==> src/hdl/sts_pkg.sv <==
`timescale 1ns / 1ps

package sts_pkg;

  localparam int ARG_W      = 31;
  localparam int SUM_W      = 32;
  localparam int CNT_W      = 7;
  localparam int RECIP_BITS = 32;
  localparam int PROD_W     = ARG_W + RECIP_BITS;
  localparam int CFG_IDX_W  = 1;
  localparam int CFG_DATA_W = 31;

  localparam logic [CFG_IDX_W-1:0] CFG_TOLERANCE  = 1'd0;
  localparam logic [CFG_IDX_W-1:0] CFG_TERM_LIMIT = 1'd1;

  localparam logic [ARG_W-1:0] TOLERANCE_RESET  = 31'd1;
  localparam logic [CNT_W-1:0] TERM_LIMIT_RESET = 7'd100;

  typedef logic [ARG_W-1:0] arg_t;
  typedef logic signed [SUM_W-1:0] sum_t;
  typedef logic [CNT_W-1:0] cnt_t;
  typedef logic [CFG_IDX_W-1:0] cfg_idx_t;
  typedef logic [CFG_DATA_W-1:0] cfg_data_t;

  typedef enum logic [2:0] {
    ST_IDLE,
    ST_SQ,
    ST_X2,
    ST_ADD,
    ST_MUL1,
    ST_MUL2,
    ST_MUL3,
    ST_DONE
  } state_t;

  typedef struct packed {
    logic load;
    logic sq;
    logic x2_ld;
    logic add_term;
    logic mul_mag_x2;
    logic mul_recip;
    logic mag_ld;
  } dp_ctrl_t;

  typedef struct packed {
    logic stop;
  } dp_stat_t;

  // floor(2^32 / ((2k)(2k+1))); terms underflow to zero long before k reaches 16
  function automatic logic [RECIP_BITS-1:0] recip_of(input cnt_t k);
    logic [RECIP_BITS-1:0] r;
    case (k)
      7'd1:    r = 32'd715827882;
      7'd2:    r = 32'd214748364;
      7'd3:    r = 32'd102261126;
      7'd4:    r = 32'd59652323;
      7'd5:    r = 32'd39045157;
      7'd6:    r = 32'd27531841;
      7'd7:    r = 32'd20452225;
      7'd8:    r = 32'd15790320;
      7'd9:    r = 32'd12558383;
      7'd10:   r = 32'd10226112;
      7'd11:   r = 32'd8488077;
      7'd12:   r = 32'd7158278;
      7'd13:   r = 32'd6118187;
      7'd14:   r = 32'd5289368;
      7'd15:   r = 32'd4618244;
      7'd16:   r = 32'd4067203;
      default: r = '0;
    endcase
    return r;
  endfunction

endpackage

==> src/hdl/sts_if.sv <==
`timescale 1ns / 1ps

interface sts_in_if;
  import sts_pkg::*;
  logic valid;
  logic ready;
  arg_t argument;

  modport source (output valid, output argument, input ready);
  modport sink (input valid, input argument, output ready);
endinterface

interface sts_out_if;
  import sts_pkg::*;
  logic valid;
  logic ready;
  sum_t sine_sum;
  cnt_t term_count;

  modport source (output valid, output sine_sum, output term_count, input ready);
  modport sink (input valid, input sine_sum, input term_count, output ready);
endinterface

==> src/hdl/sts_ctrl.sv <==
`timescale 1ns / 1ps

module sts_ctrl (
  input  logic              clk,
  input  logic              rst_n,
  input  logic              in_valid,
  output logic              in_ready,
  input  logic              out_free,
  output logic              out_load,
  input  sts_pkg::dp_stat_t stat,
  output sts_pkg::dp_ctrl_t ctrl
);
  import sts_pkg::*;

  state_t state_r, state_nxt;

  always_ff @(posedge clk) begin
    if (!rst_n) begin
      state_r <= ST_IDLE;
    end else begin
      state_r <= state_nxt;
    end
  end

  always_comb begin
    state_nxt = state_r;
    case (state_r)
      ST_IDLE: begin
        if (in_valid) state_nxt = ST_SQ;
      end
      ST_SQ:   state_nxt = ST_X2;
      ST_X2:   state_nxt = ST_ADD;
      ST_ADD: begin
        state_nxt = stat.stop ? ST_DONE : ST_MUL1;
      end
      ST_MUL1: state_nxt = ST_MUL2;
      ST_MUL2: state_nxt = ST_MUL3;
      ST_MUL3: state_nxt = ST_ADD;
      ST_DONE: begin
        if (out_free) state_nxt = ST_IDLE;
      end
      default: state_nxt = ST_IDLE;
    endcase
  end

  always_comb begin
    ctrl     = '0;
    in_ready = 1'b0;
    out_load = 1'b0;
    case (state_r)
      ST_IDLE: begin
        in_ready  = 1'b1;
        ctrl.load = in_valid;
      end
      ST_SQ:   ctrl.sq = 1'b1;
      ST_X2:   ctrl.x2_ld = 1'b1;
      ST_ADD:  ctrl.add_term = 1'b1;
      ST_MUL1: ctrl.mul_mag_x2 = 1'b1;
      ST_MUL2: ctrl.mul_recip = 1'b1;
      ST_MUL3: ctrl.mag_ld = 1'b1;
      ST_DONE: out_load = out_free;
      default: ctrl = '0;
    endcase
  end

endmodule

==> src/hdl/sts_dp.sv <==
`timescale 1ns / 1ps

module sts_dp #(
  parameter int FRAC_BITS = 30
) (
  input  logic              clk,
  input  sts_pkg::dp_ctrl_t ctrl,
  input  sts_pkg::arg_t     argument,
  input  sts_pkg::arg_t     tolerance,
  input  sts_pkg::cnt_t     limit,
  output sts_pkg::dp_stat_t stat,
  output sts_pkg::sum_t     sum,
  output sts_pkg::cnt_t     count
);
  import sts_pkg::*;

  localparam int XW = (FRAC_BITS + 1 > ARG_W) ? FRAC_BITS + 1 : ARG_W;
  localparam logic [XW-1:0] ONE = {{(XW-1){1'b0}}, 1'b1} << FRAC_BITS;

  arg_t x_r, x2_r, mag_r;
  logic [PROD_W-1:0] prod_r;
  sum_t sum_r;
  cnt_t count_r;
  logic neg_r;

  logic [XW-1:0] arg_ext;
  arg_t x_sat;
  arg_t mul_a;
  logic [RECIP_BITS-1:0] mul_b;
  logic [PROD_W-1:0] prod_nxt;
  logic [PROD_W-1:0] prod_shift;
  cnt_t count_inc;
  sum_t mag_ext;

  assign arg_ext = XW'(argument);
  assign x_sat   = (arg_ext > ONE) ? ONE[ARG_W-1:0] : argument;

  assign prod_shift = prod_r >> FRAC_BITS;

  // shared multiplier operand select
  always_comb begin
    mul_a = x_r;
    mul_b = RECIP_BITS'(x_r);
    if (ctrl.mul_mag_x2) begin
      mul_a = mag_r;
      mul_b = RECIP_BITS'(x2_r);
    end else if (ctrl.mul_recip) begin
      mul_a = prod_shift[ARG_W-1:0];
      mul_b = recip_of(count_r);
    end
  end

  assign prod_nxt  = PROD_W'(mul_a) * PROD_W'(mul_b);
  assign count_inc = count_r + 7'd1;
  assign mag_ext   = sum_t'(mag_r);

  always_ff @(posedge clk) begin
    if (ctrl.load) begin
      x_r     <= x_sat;
      mag_r   <= x_sat;
      sum_r   <= '0;
      count_r <= '0;
      neg_r   <= 1'b0;
    end
    if (ctrl.sq || ctrl.mul_mag_x2 || ctrl.mul_recip) begin
      prod_r <= prod_nxt;
    end
    if (ctrl.x2_ld) begin
      x2_r <= prod_shift[ARG_W-1:0];
    end
    if (ctrl.add_term) begin
      sum_r   <= neg_r ? (sum_r - mag_ext) : (sum_r + mag_ext);
      count_r <= count_inc;
      neg_r   <= ~neg_r;
    end
    if (ctrl.mag_ld) begin
      mag_r <= prod_r[RECIP_BITS +: ARG_W];
    end
  end

  assign stat.stop = (count_inc >= limit) || (mag_r <= tolerance);
  assign sum       = sum_r;
  assign count     = count_r;

endmodule

==> src/hdl/sine_taylor_series_top.sv <==
`timescale 1ns / 1ps

// Fixed-point sine of an argument in [0,1] (unsigned Q1.30, larger values clamp to 1.0) by
// its Maclaurin series, summed until a term's magnitude falls to the tolerance register or
// term_limit terms have been added; the result is the signed Q1.30 sum and the term count.
// One 31x32 multiplier is shared under a small sequencer. A request first squares the argument
// and loads its square, then for each term adds it to the sum, runs two multiplies and loads
// the next term, with the multiplies skipped after the last term, then waits in a done state
// until the output register is free and hands the result to it. At 1.0 with the reset
// tolerance seven terms are added. The input is not ready while a request is in progress,
// but a finished result waits in the output register so the next request can start before
// it is taken. Configuration should be written only while idle; the block itself does not
// enforce this.
module sine_taylor_series_top #(
  parameter int FRAC_BITS = 30
) (
  input  logic                 clk,
  input  logic                 rst_n,
  sts_in_if.sink               in_chan,
  sts_out_if.source            out_chan,
  input  logic                 cfg_we,
  input  sts_pkg::cfg_idx_t    cfg_index,
  input  sts_pkg::cfg_data_t   cfg_wdata
);
  import sts_pkg::*;

  arg_t tolerance_r;
  cnt_t term_limit_r;
  cnt_t lim_eff;

  logic out_valid_r;
  sum_t sine_sum_r;
  cnt_t term_count_r;

  logic out_free, out_load;
  dp_ctrl_t ctrl;
  dp_stat_t stat;
  sum_t dp_sum;
  cnt_t dp_count;

  always_ff @(posedge clk) begin
    if (!rst_n) begin
      tolerance_r  <= TOLERANCE_RESET;
      term_limit_r <= TERM_LIMIT_RESET;
    end else if (cfg_we) begin
      case (cfg_index)
        CFG_TOLERANCE:  tolerance_r <= cfg_wdata[ARG_W-1:0];
        CFG_TERM_LIMIT: term_limit_r <= cfg_wdata[CNT_W-1:0];
        default: ;
      endcase
    end
  end

  // a limit of zero still adds the first term
  assign lim_eff = (term_limit_r == '0) ? 7'd1 : term_limit_r;

  assign out_free = !out_valid_r || out_chan.ready;

  sts_ctrl u_ctrl (
    .clk      (clk),
    .rst_n    (rst_n),
    .in_valid (in_chan.valid),
    .in_ready (in_chan.ready),
    .out_free (out_free),
    .out_load (out_load),
    .stat     (stat),
    .ctrl     (ctrl)
  );

  sts_dp #(
    .FRAC_BITS (FRAC_BITS)
  ) u_dp (
    .clk       (clk),
    .ctrl      (ctrl),
    .argument  (in_chan.argument),
    .tolerance (tolerance_r),
    .limit     (lim_eff),
    .stat      (stat),
    .sum       (dp_sum),
    .count     (dp_count)
  );

  always_ff @(posedge clk) begin
    if (!rst_n) begin
      out_valid_r <= 1'b0;
    end else if (out_load) begin
      out_valid_r <= 1'b1;
    end else if (out_chan.ready) begin
      out_valid_r <= 1'b0;
    end
  end

  always_ff @(posedge clk) begin
    if (out_load) begin
      sine_sum_r   <= dp_sum;
      term_count_r <= dp_count;
    end
  end

  assign out_chan.valid      = out_valid_r;
  assign out_chan.sine_sum   = sine_sum_r;
  assign out_chan.term_count = term_count_r;

  a_busy_after_accept: assert property (@(posedge clk) disable iff (!rst_n)
    (in_chan.valid && in_chan.ready) |=> !in_chan.ready)
    else $error("input ready while a request is in progress");

  a_count_nonzero: assert property (@(posedge clk) disable iff (!rst_n)
    out_chan.valid |-> (out_chan.term_count != '0))
    else $error("result with no terms added");

  a_count_in_limit: assert property (@(posedge clk) disable iff (!rst_n)
    out_load |-> (dp_count <= lim_eff))
    else $error("term count beyond the limit");

  a_load_no_overwrite: assert property (@(posedge clk) disable iff (!rst_n)
    (out_valid_r && !out_chan.ready) |=> ($stable(sine_sum_r) && $stable(term_count_r)))
    else $error("pending result overwritten");

endmodule
==> src/flat_wrapper.sv <==
// flat-port wrapper written by rule: the top's interface ports become plain ports
module sine_taylor_series_top_flat import sts_pkg::*;
#(
  parameter int FRAC_BITS = 30
)
  (clk, rst_n, cfg_we, cfg_index, cfg_wdata, in_chan_valid, in_chan_argument, in_chan_ready, out_chan_valid, out_chan_sine_sum, out_chan_term_count, out_chan_ready);
  sts_in_if in_chan_i ();
  sts_out_if out_chan_i ();
  input  logic clk;
  input  logic rst_n;
  input  logic cfg_we;
  input  sts_pkg::cfg_idx_t cfg_index;
  input  sts_pkg::cfg_data_t cfg_wdata;
  input wire logic [$bits(in_chan_i.valid)-1:0] in_chan_valid;
  input wire logic [$bits(in_chan_i.argument)-1:0] in_chan_argument;
  output wire logic [$bits(in_chan_i.ready)-1:0] in_chan_ready;
  output wire logic [$bits(out_chan_i.valid)-1:0] out_chan_valid;
  output wire logic [$bits(out_chan_i.sine_sum)-1:0] out_chan_sine_sum;
  output wire logic [$bits(out_chan_i.term_count)-1:0] out_chan_term_count;
  input wire logic [$bits(out_chan_i.ready)-1:0] out_chan_ready;
  assign in_chan_i.valid = in_chan_valid;
  assign in_chan_i.argument = in_chan_argument;
  assign in_chan_ready = in_chan_i.ready;
  assign out_chan_valid = out_chan_i.valid;
  assign out_chan_sine_sum = out_chan_i.sine_sum;
  assign out_chan_term_count = out_chan_i.term_count;
  assign out_chan_i.ready = out_chan_ready;
  sine_taylor_series_top #(.FRAC_BITS(FRAC_BITS)) u_core (.clk(clk), .rst_n(rst_n), .in_chan(in_chan_i), .out_chan(out_chan_i), .cfg_we(cfg_we), .cfg_index(cfg_index), .cfg_wdata(cfg_wdata));
endmodule
==> config.mk <==
export PLATFORM = sky130hd
export DESIGN_NAME = sine_taylor_series_top_flat
export DESIGN_NICKNAME = d
export VERILOG_FILES = /design/src/hdl/sts_pkg.sv /design/src/hdl/sts_if.sv /design/src/hdl/sts_ctrl.sv /design/src/hdl/sts_dp.sv /design/src/hdl/sine_taylor_series_top.sv /design/src/flat_wrapper.sv
export SDC_FILE = /design/constraint.sdc
export NUM_CORES = 2
export LEC_CHECK = 0
export BUFFER_PORTS_ARGS = -buffer_cell sky130_fd_sc_hd__clkbuf_2
export CAP_MARGIN = 20
export CELL_PAD_IN_SITES_DETAIL_PLACEMENT = 1
export CELL_PAD_IN_SITES_GLOBAL_PLACEMENT = 1
export CORE_MARGIN = 2
export CORE_UTILIZATION = 52
export DETAILED_ROUTE_END_ITERATION = 12
export PLACE_DENSITY = 0.89
export SKIP_LAST_GASP = 1
export SLEW_MARGIN = 20
export SYNTH_ARGS = -nofsm -noshare
export SYNTH_HDL_FRONTEND = slang
export SYNTH_HIERARCHICAL = 1
export SYNTH_SLANG_ARGS = --single-unit
export TNS_END_PERCENT = 10
==> constraint.sdc <==
create_clock -name clk -period 11.48 [get_ports clk]
set_input_delay 0 -clock clk [delete_from_list [all_inputs] [get_ports clk]]
set_output_delay 0 -clock clk [all_outputs]
set_load 0.01 [all_outputs]
==> flow_summary.yaml <==
grt:
  grt_pass1_wl_um: 277000
  grt_max_degree: 185
  gr-total-overflow: 0
  antenna_found_initial: 16
  grt_pass1_vias: 44400
  track_usage_pct: 43.7
floorplanning:
  die_x_um: 296
  die_h_um: 296
  rows: 107
  start_util_pct: 52.3
  dieArea_um2: 87600
  ios: 109
  core_um2: 84700
sta:
  tightestPinTransition_ns: 1.28
  fin_skew_ns: 0.0550
  max_clock_freq_mhz: 90.2
  fin_crit_sh_pct: 96.6
  hold_viol_final: 0
  rsz0062_at_grt: "false"
  setup_viol_count_final: 0
  relSlewSlack_pct: 14.5
  slew_viol_final: 0
  post-route-min-period_ns: 11.09
  postLayoutSetupSlackWorst_ns: 0.388
  tns_ns: 0
  whs_ns: 0.186
logic_synthesis:
  synth-edff-count: 205
  synth_seq_area_share_pct: 17.1
  async_reset_ff_share_pct: 0
  ys_warn_count: 6
  synthCells: 4859
  ys_ff_latch: 276
  synth.cell_area_um2: 44300
  syn_area_per_cell_um2: 9.12
  synth_cell_type_count: 75
  ys.flop_type: "edfxtp_1"
  synthesis.nets: 6102
finish:
  synthToLayoutAreaGrowth_pct: 8.99
  stdcell_area_um2: 48300
  drive_gt1_share_pct: 7.44
  final_common_cell: "inv_1"
  final_cell_mix: "inv_1, fa_1, nand2_1, nor2_1, ha_1"
  nets: 6206
placed_design:
  post-place-ws_ns: 0.700
  hpwl_um: 139000
  place_area_um2: 46500
  io_buffer_count: 108
  place_congestion: 0.988
clocking:
  numCtsBuffers: 28
  cts_tree: "built"
  clk_pin_slew_ns: 0.09
  clk_latency_ns: 0.61
  htree_levels: 1
  root_buffer: "clkbuf_16"
  clockBufferDepth: 3
  postCtsSetupBuffers: 0
  cts_sinks: 276
  cts_resized: 0
detailed_routing:
  vias: 38800
  drc_errors: 0
  wl_per_cell_um: 30.5
  via_per_inst: 6.32
  wl_um: 188000
  dr.pass1.iters: 7
  drtAntennaViolNets: 0
  drt_iter0_drc: 4230
setup_path:
  cp-start-kind: "flip-flop"
  crit_buf_inv: 4
  crit_path_start: "u_core/u_ctrl/state_r[0]$_SDFFE_PN0P_"
  slowest_stage: "a2111oi_0"
  worst_path_dominant_cell_family: "adder cells"
  cp_num_cells: 27
  reg2reg_from: "u_core/u_ctrl/state_r[0]$_SDFFE_PN0P_"
  end_kind: "flip-flop"
  critPathMaxFanout: 28
  endpoint: "u_core/u_dp/prod_r[52]$_DFFE_PP_"
  crit_arrival_ns: 11.41
  cp_common_cell: "fa_1"
  reg2reg_slack_ns: 0.39
  crit_type: "flip-flop to flip-flop"
  required_ns: 11.80
  r2r_end: "u_core/u_dp/prod_r[52]$_DFFE_PP_"
  critical_path.max_stage_delay_ns: 0.67
  rr_worst_depth: 27
hold_path:
  hp-class: "input port to flip-flop"
  hold_depth: 2
job:
  cap_violations: 0
status:
  status: "finished clean"
[metrics by stage]
| stage | cells | utilization, % |
|---|---|---|
| global placement | 5999 | 54.8 |
| CTS | 6127 | 56.9 |
| finish | 6143 | 57.0 |
| detailed placement | 5999 | 54.8 |
| floorplan | 4859 | - |
| global route | 6132 | 57.0 |
[worst min-delay path by stage]
stage,start,slack [ns],endpoint
final,rst_n,0.19,u_core/tolerance_r[0]$_SDFFE_PN1P_
after floorplan,cfg_wdata[0],0.12,u_core/tolerance_r[0]$_SDFFE_PN1P_
after detailed placement,cfg_wdata[28],0.23,u_core/tolerance_r[28]$_SDFFE_PN0P_
after CTS,rst_n,0.10,u_core/tolerance_r[0]$_SDFFE_PN1P_
after global placement,cfg_wdata[28],0.23,u_core/tolerance_r[28]$_SDFFE_PN0P_
after global routing,rst_n,0.21,u_core/tolerance_r[0]$_SDFFE_PN1P_
[routing by layer]
layer  global-route usage (%)  vias to the layer above  part of all wire [%]  wire, um
li1                         -                    15300                     -         -
met1                     48.1                    19500                    32     60400
met2                     68.7                     2789                    45     85300
met3                     15.1                     1204                    12     22800
met4                     35.7                        6                    10     19000
met5                        0                        -                 0.018        34
[cell type report]
| cell class | instances | area, um^2 |
|---|---|---|
| Inverter | 862 | 3240 |
| Antenna cell | 14 | 35.0 |
| Multi-Input combinational cell | 3476 | 32700 |
| Clock inverter | 15 | 180 |
| Timing Repair Buffer | 319 | 2350 |
| Tap cell | 1144 | 1430 |
| Clock buffer | 37 | 786 |
| Fill cell | 9715 | 36400 |
| Sequential cell | 276 | 7580 |
[synthesized netlist by cell type (all sizes together), types with 19 or more instances]
cell type | count | area (um^2)
a21boi | 39 | 293
a21o | 55 | 413
a21oi | 199 | 996
and2 | 51 | 319
buf | 37 | 163
clkbuf | 209 | 785
dfxtp | 71 | 1420
edfxtp | 205 | 6160
fa | 838 | 16800
ha | 337 | 4220
inv | 862 | 3240
mux2 | 32 | 360
nand2 | 654 | 2460
nand2b | 30 | 188
nand3 | 30 | 150
nand4 | 28 | 175
nor2 | 623 | 2340
nor2b | 44 | 275
nor3 | 33 | 170
nor4 | 19 | 119
o21a | 76 | 571
o21ai | 137 | 689
xnor2 | 62 | 543
xor2 | 31 | 272
[kinds of logic after synthesis]
family | after synthesis | share of synthesized area (%)
buffers and inverters | 1108 | 9.44
XOR/XNOR | 93 | 1.84
flip-flops | 276 | 17.1
adder cells (fa/ha/maj) | 1175 | 47.4
multiplexers | 34 | 0.858
AO/OA/AOI/OAI | 609 | 8.57
AND/OR/NAND/NOR | 1564 | 14.8
[what timing repair did]
item / in CTS / in global routing
endpoints found under the setup margin: 0 / 1
hold buffers: 76 / 0
hold endpoints to repair: 94 / 0
Power is not shown: default switching activity piles up to over one toggle a cycle in this logic, so the estimate is an artifact.
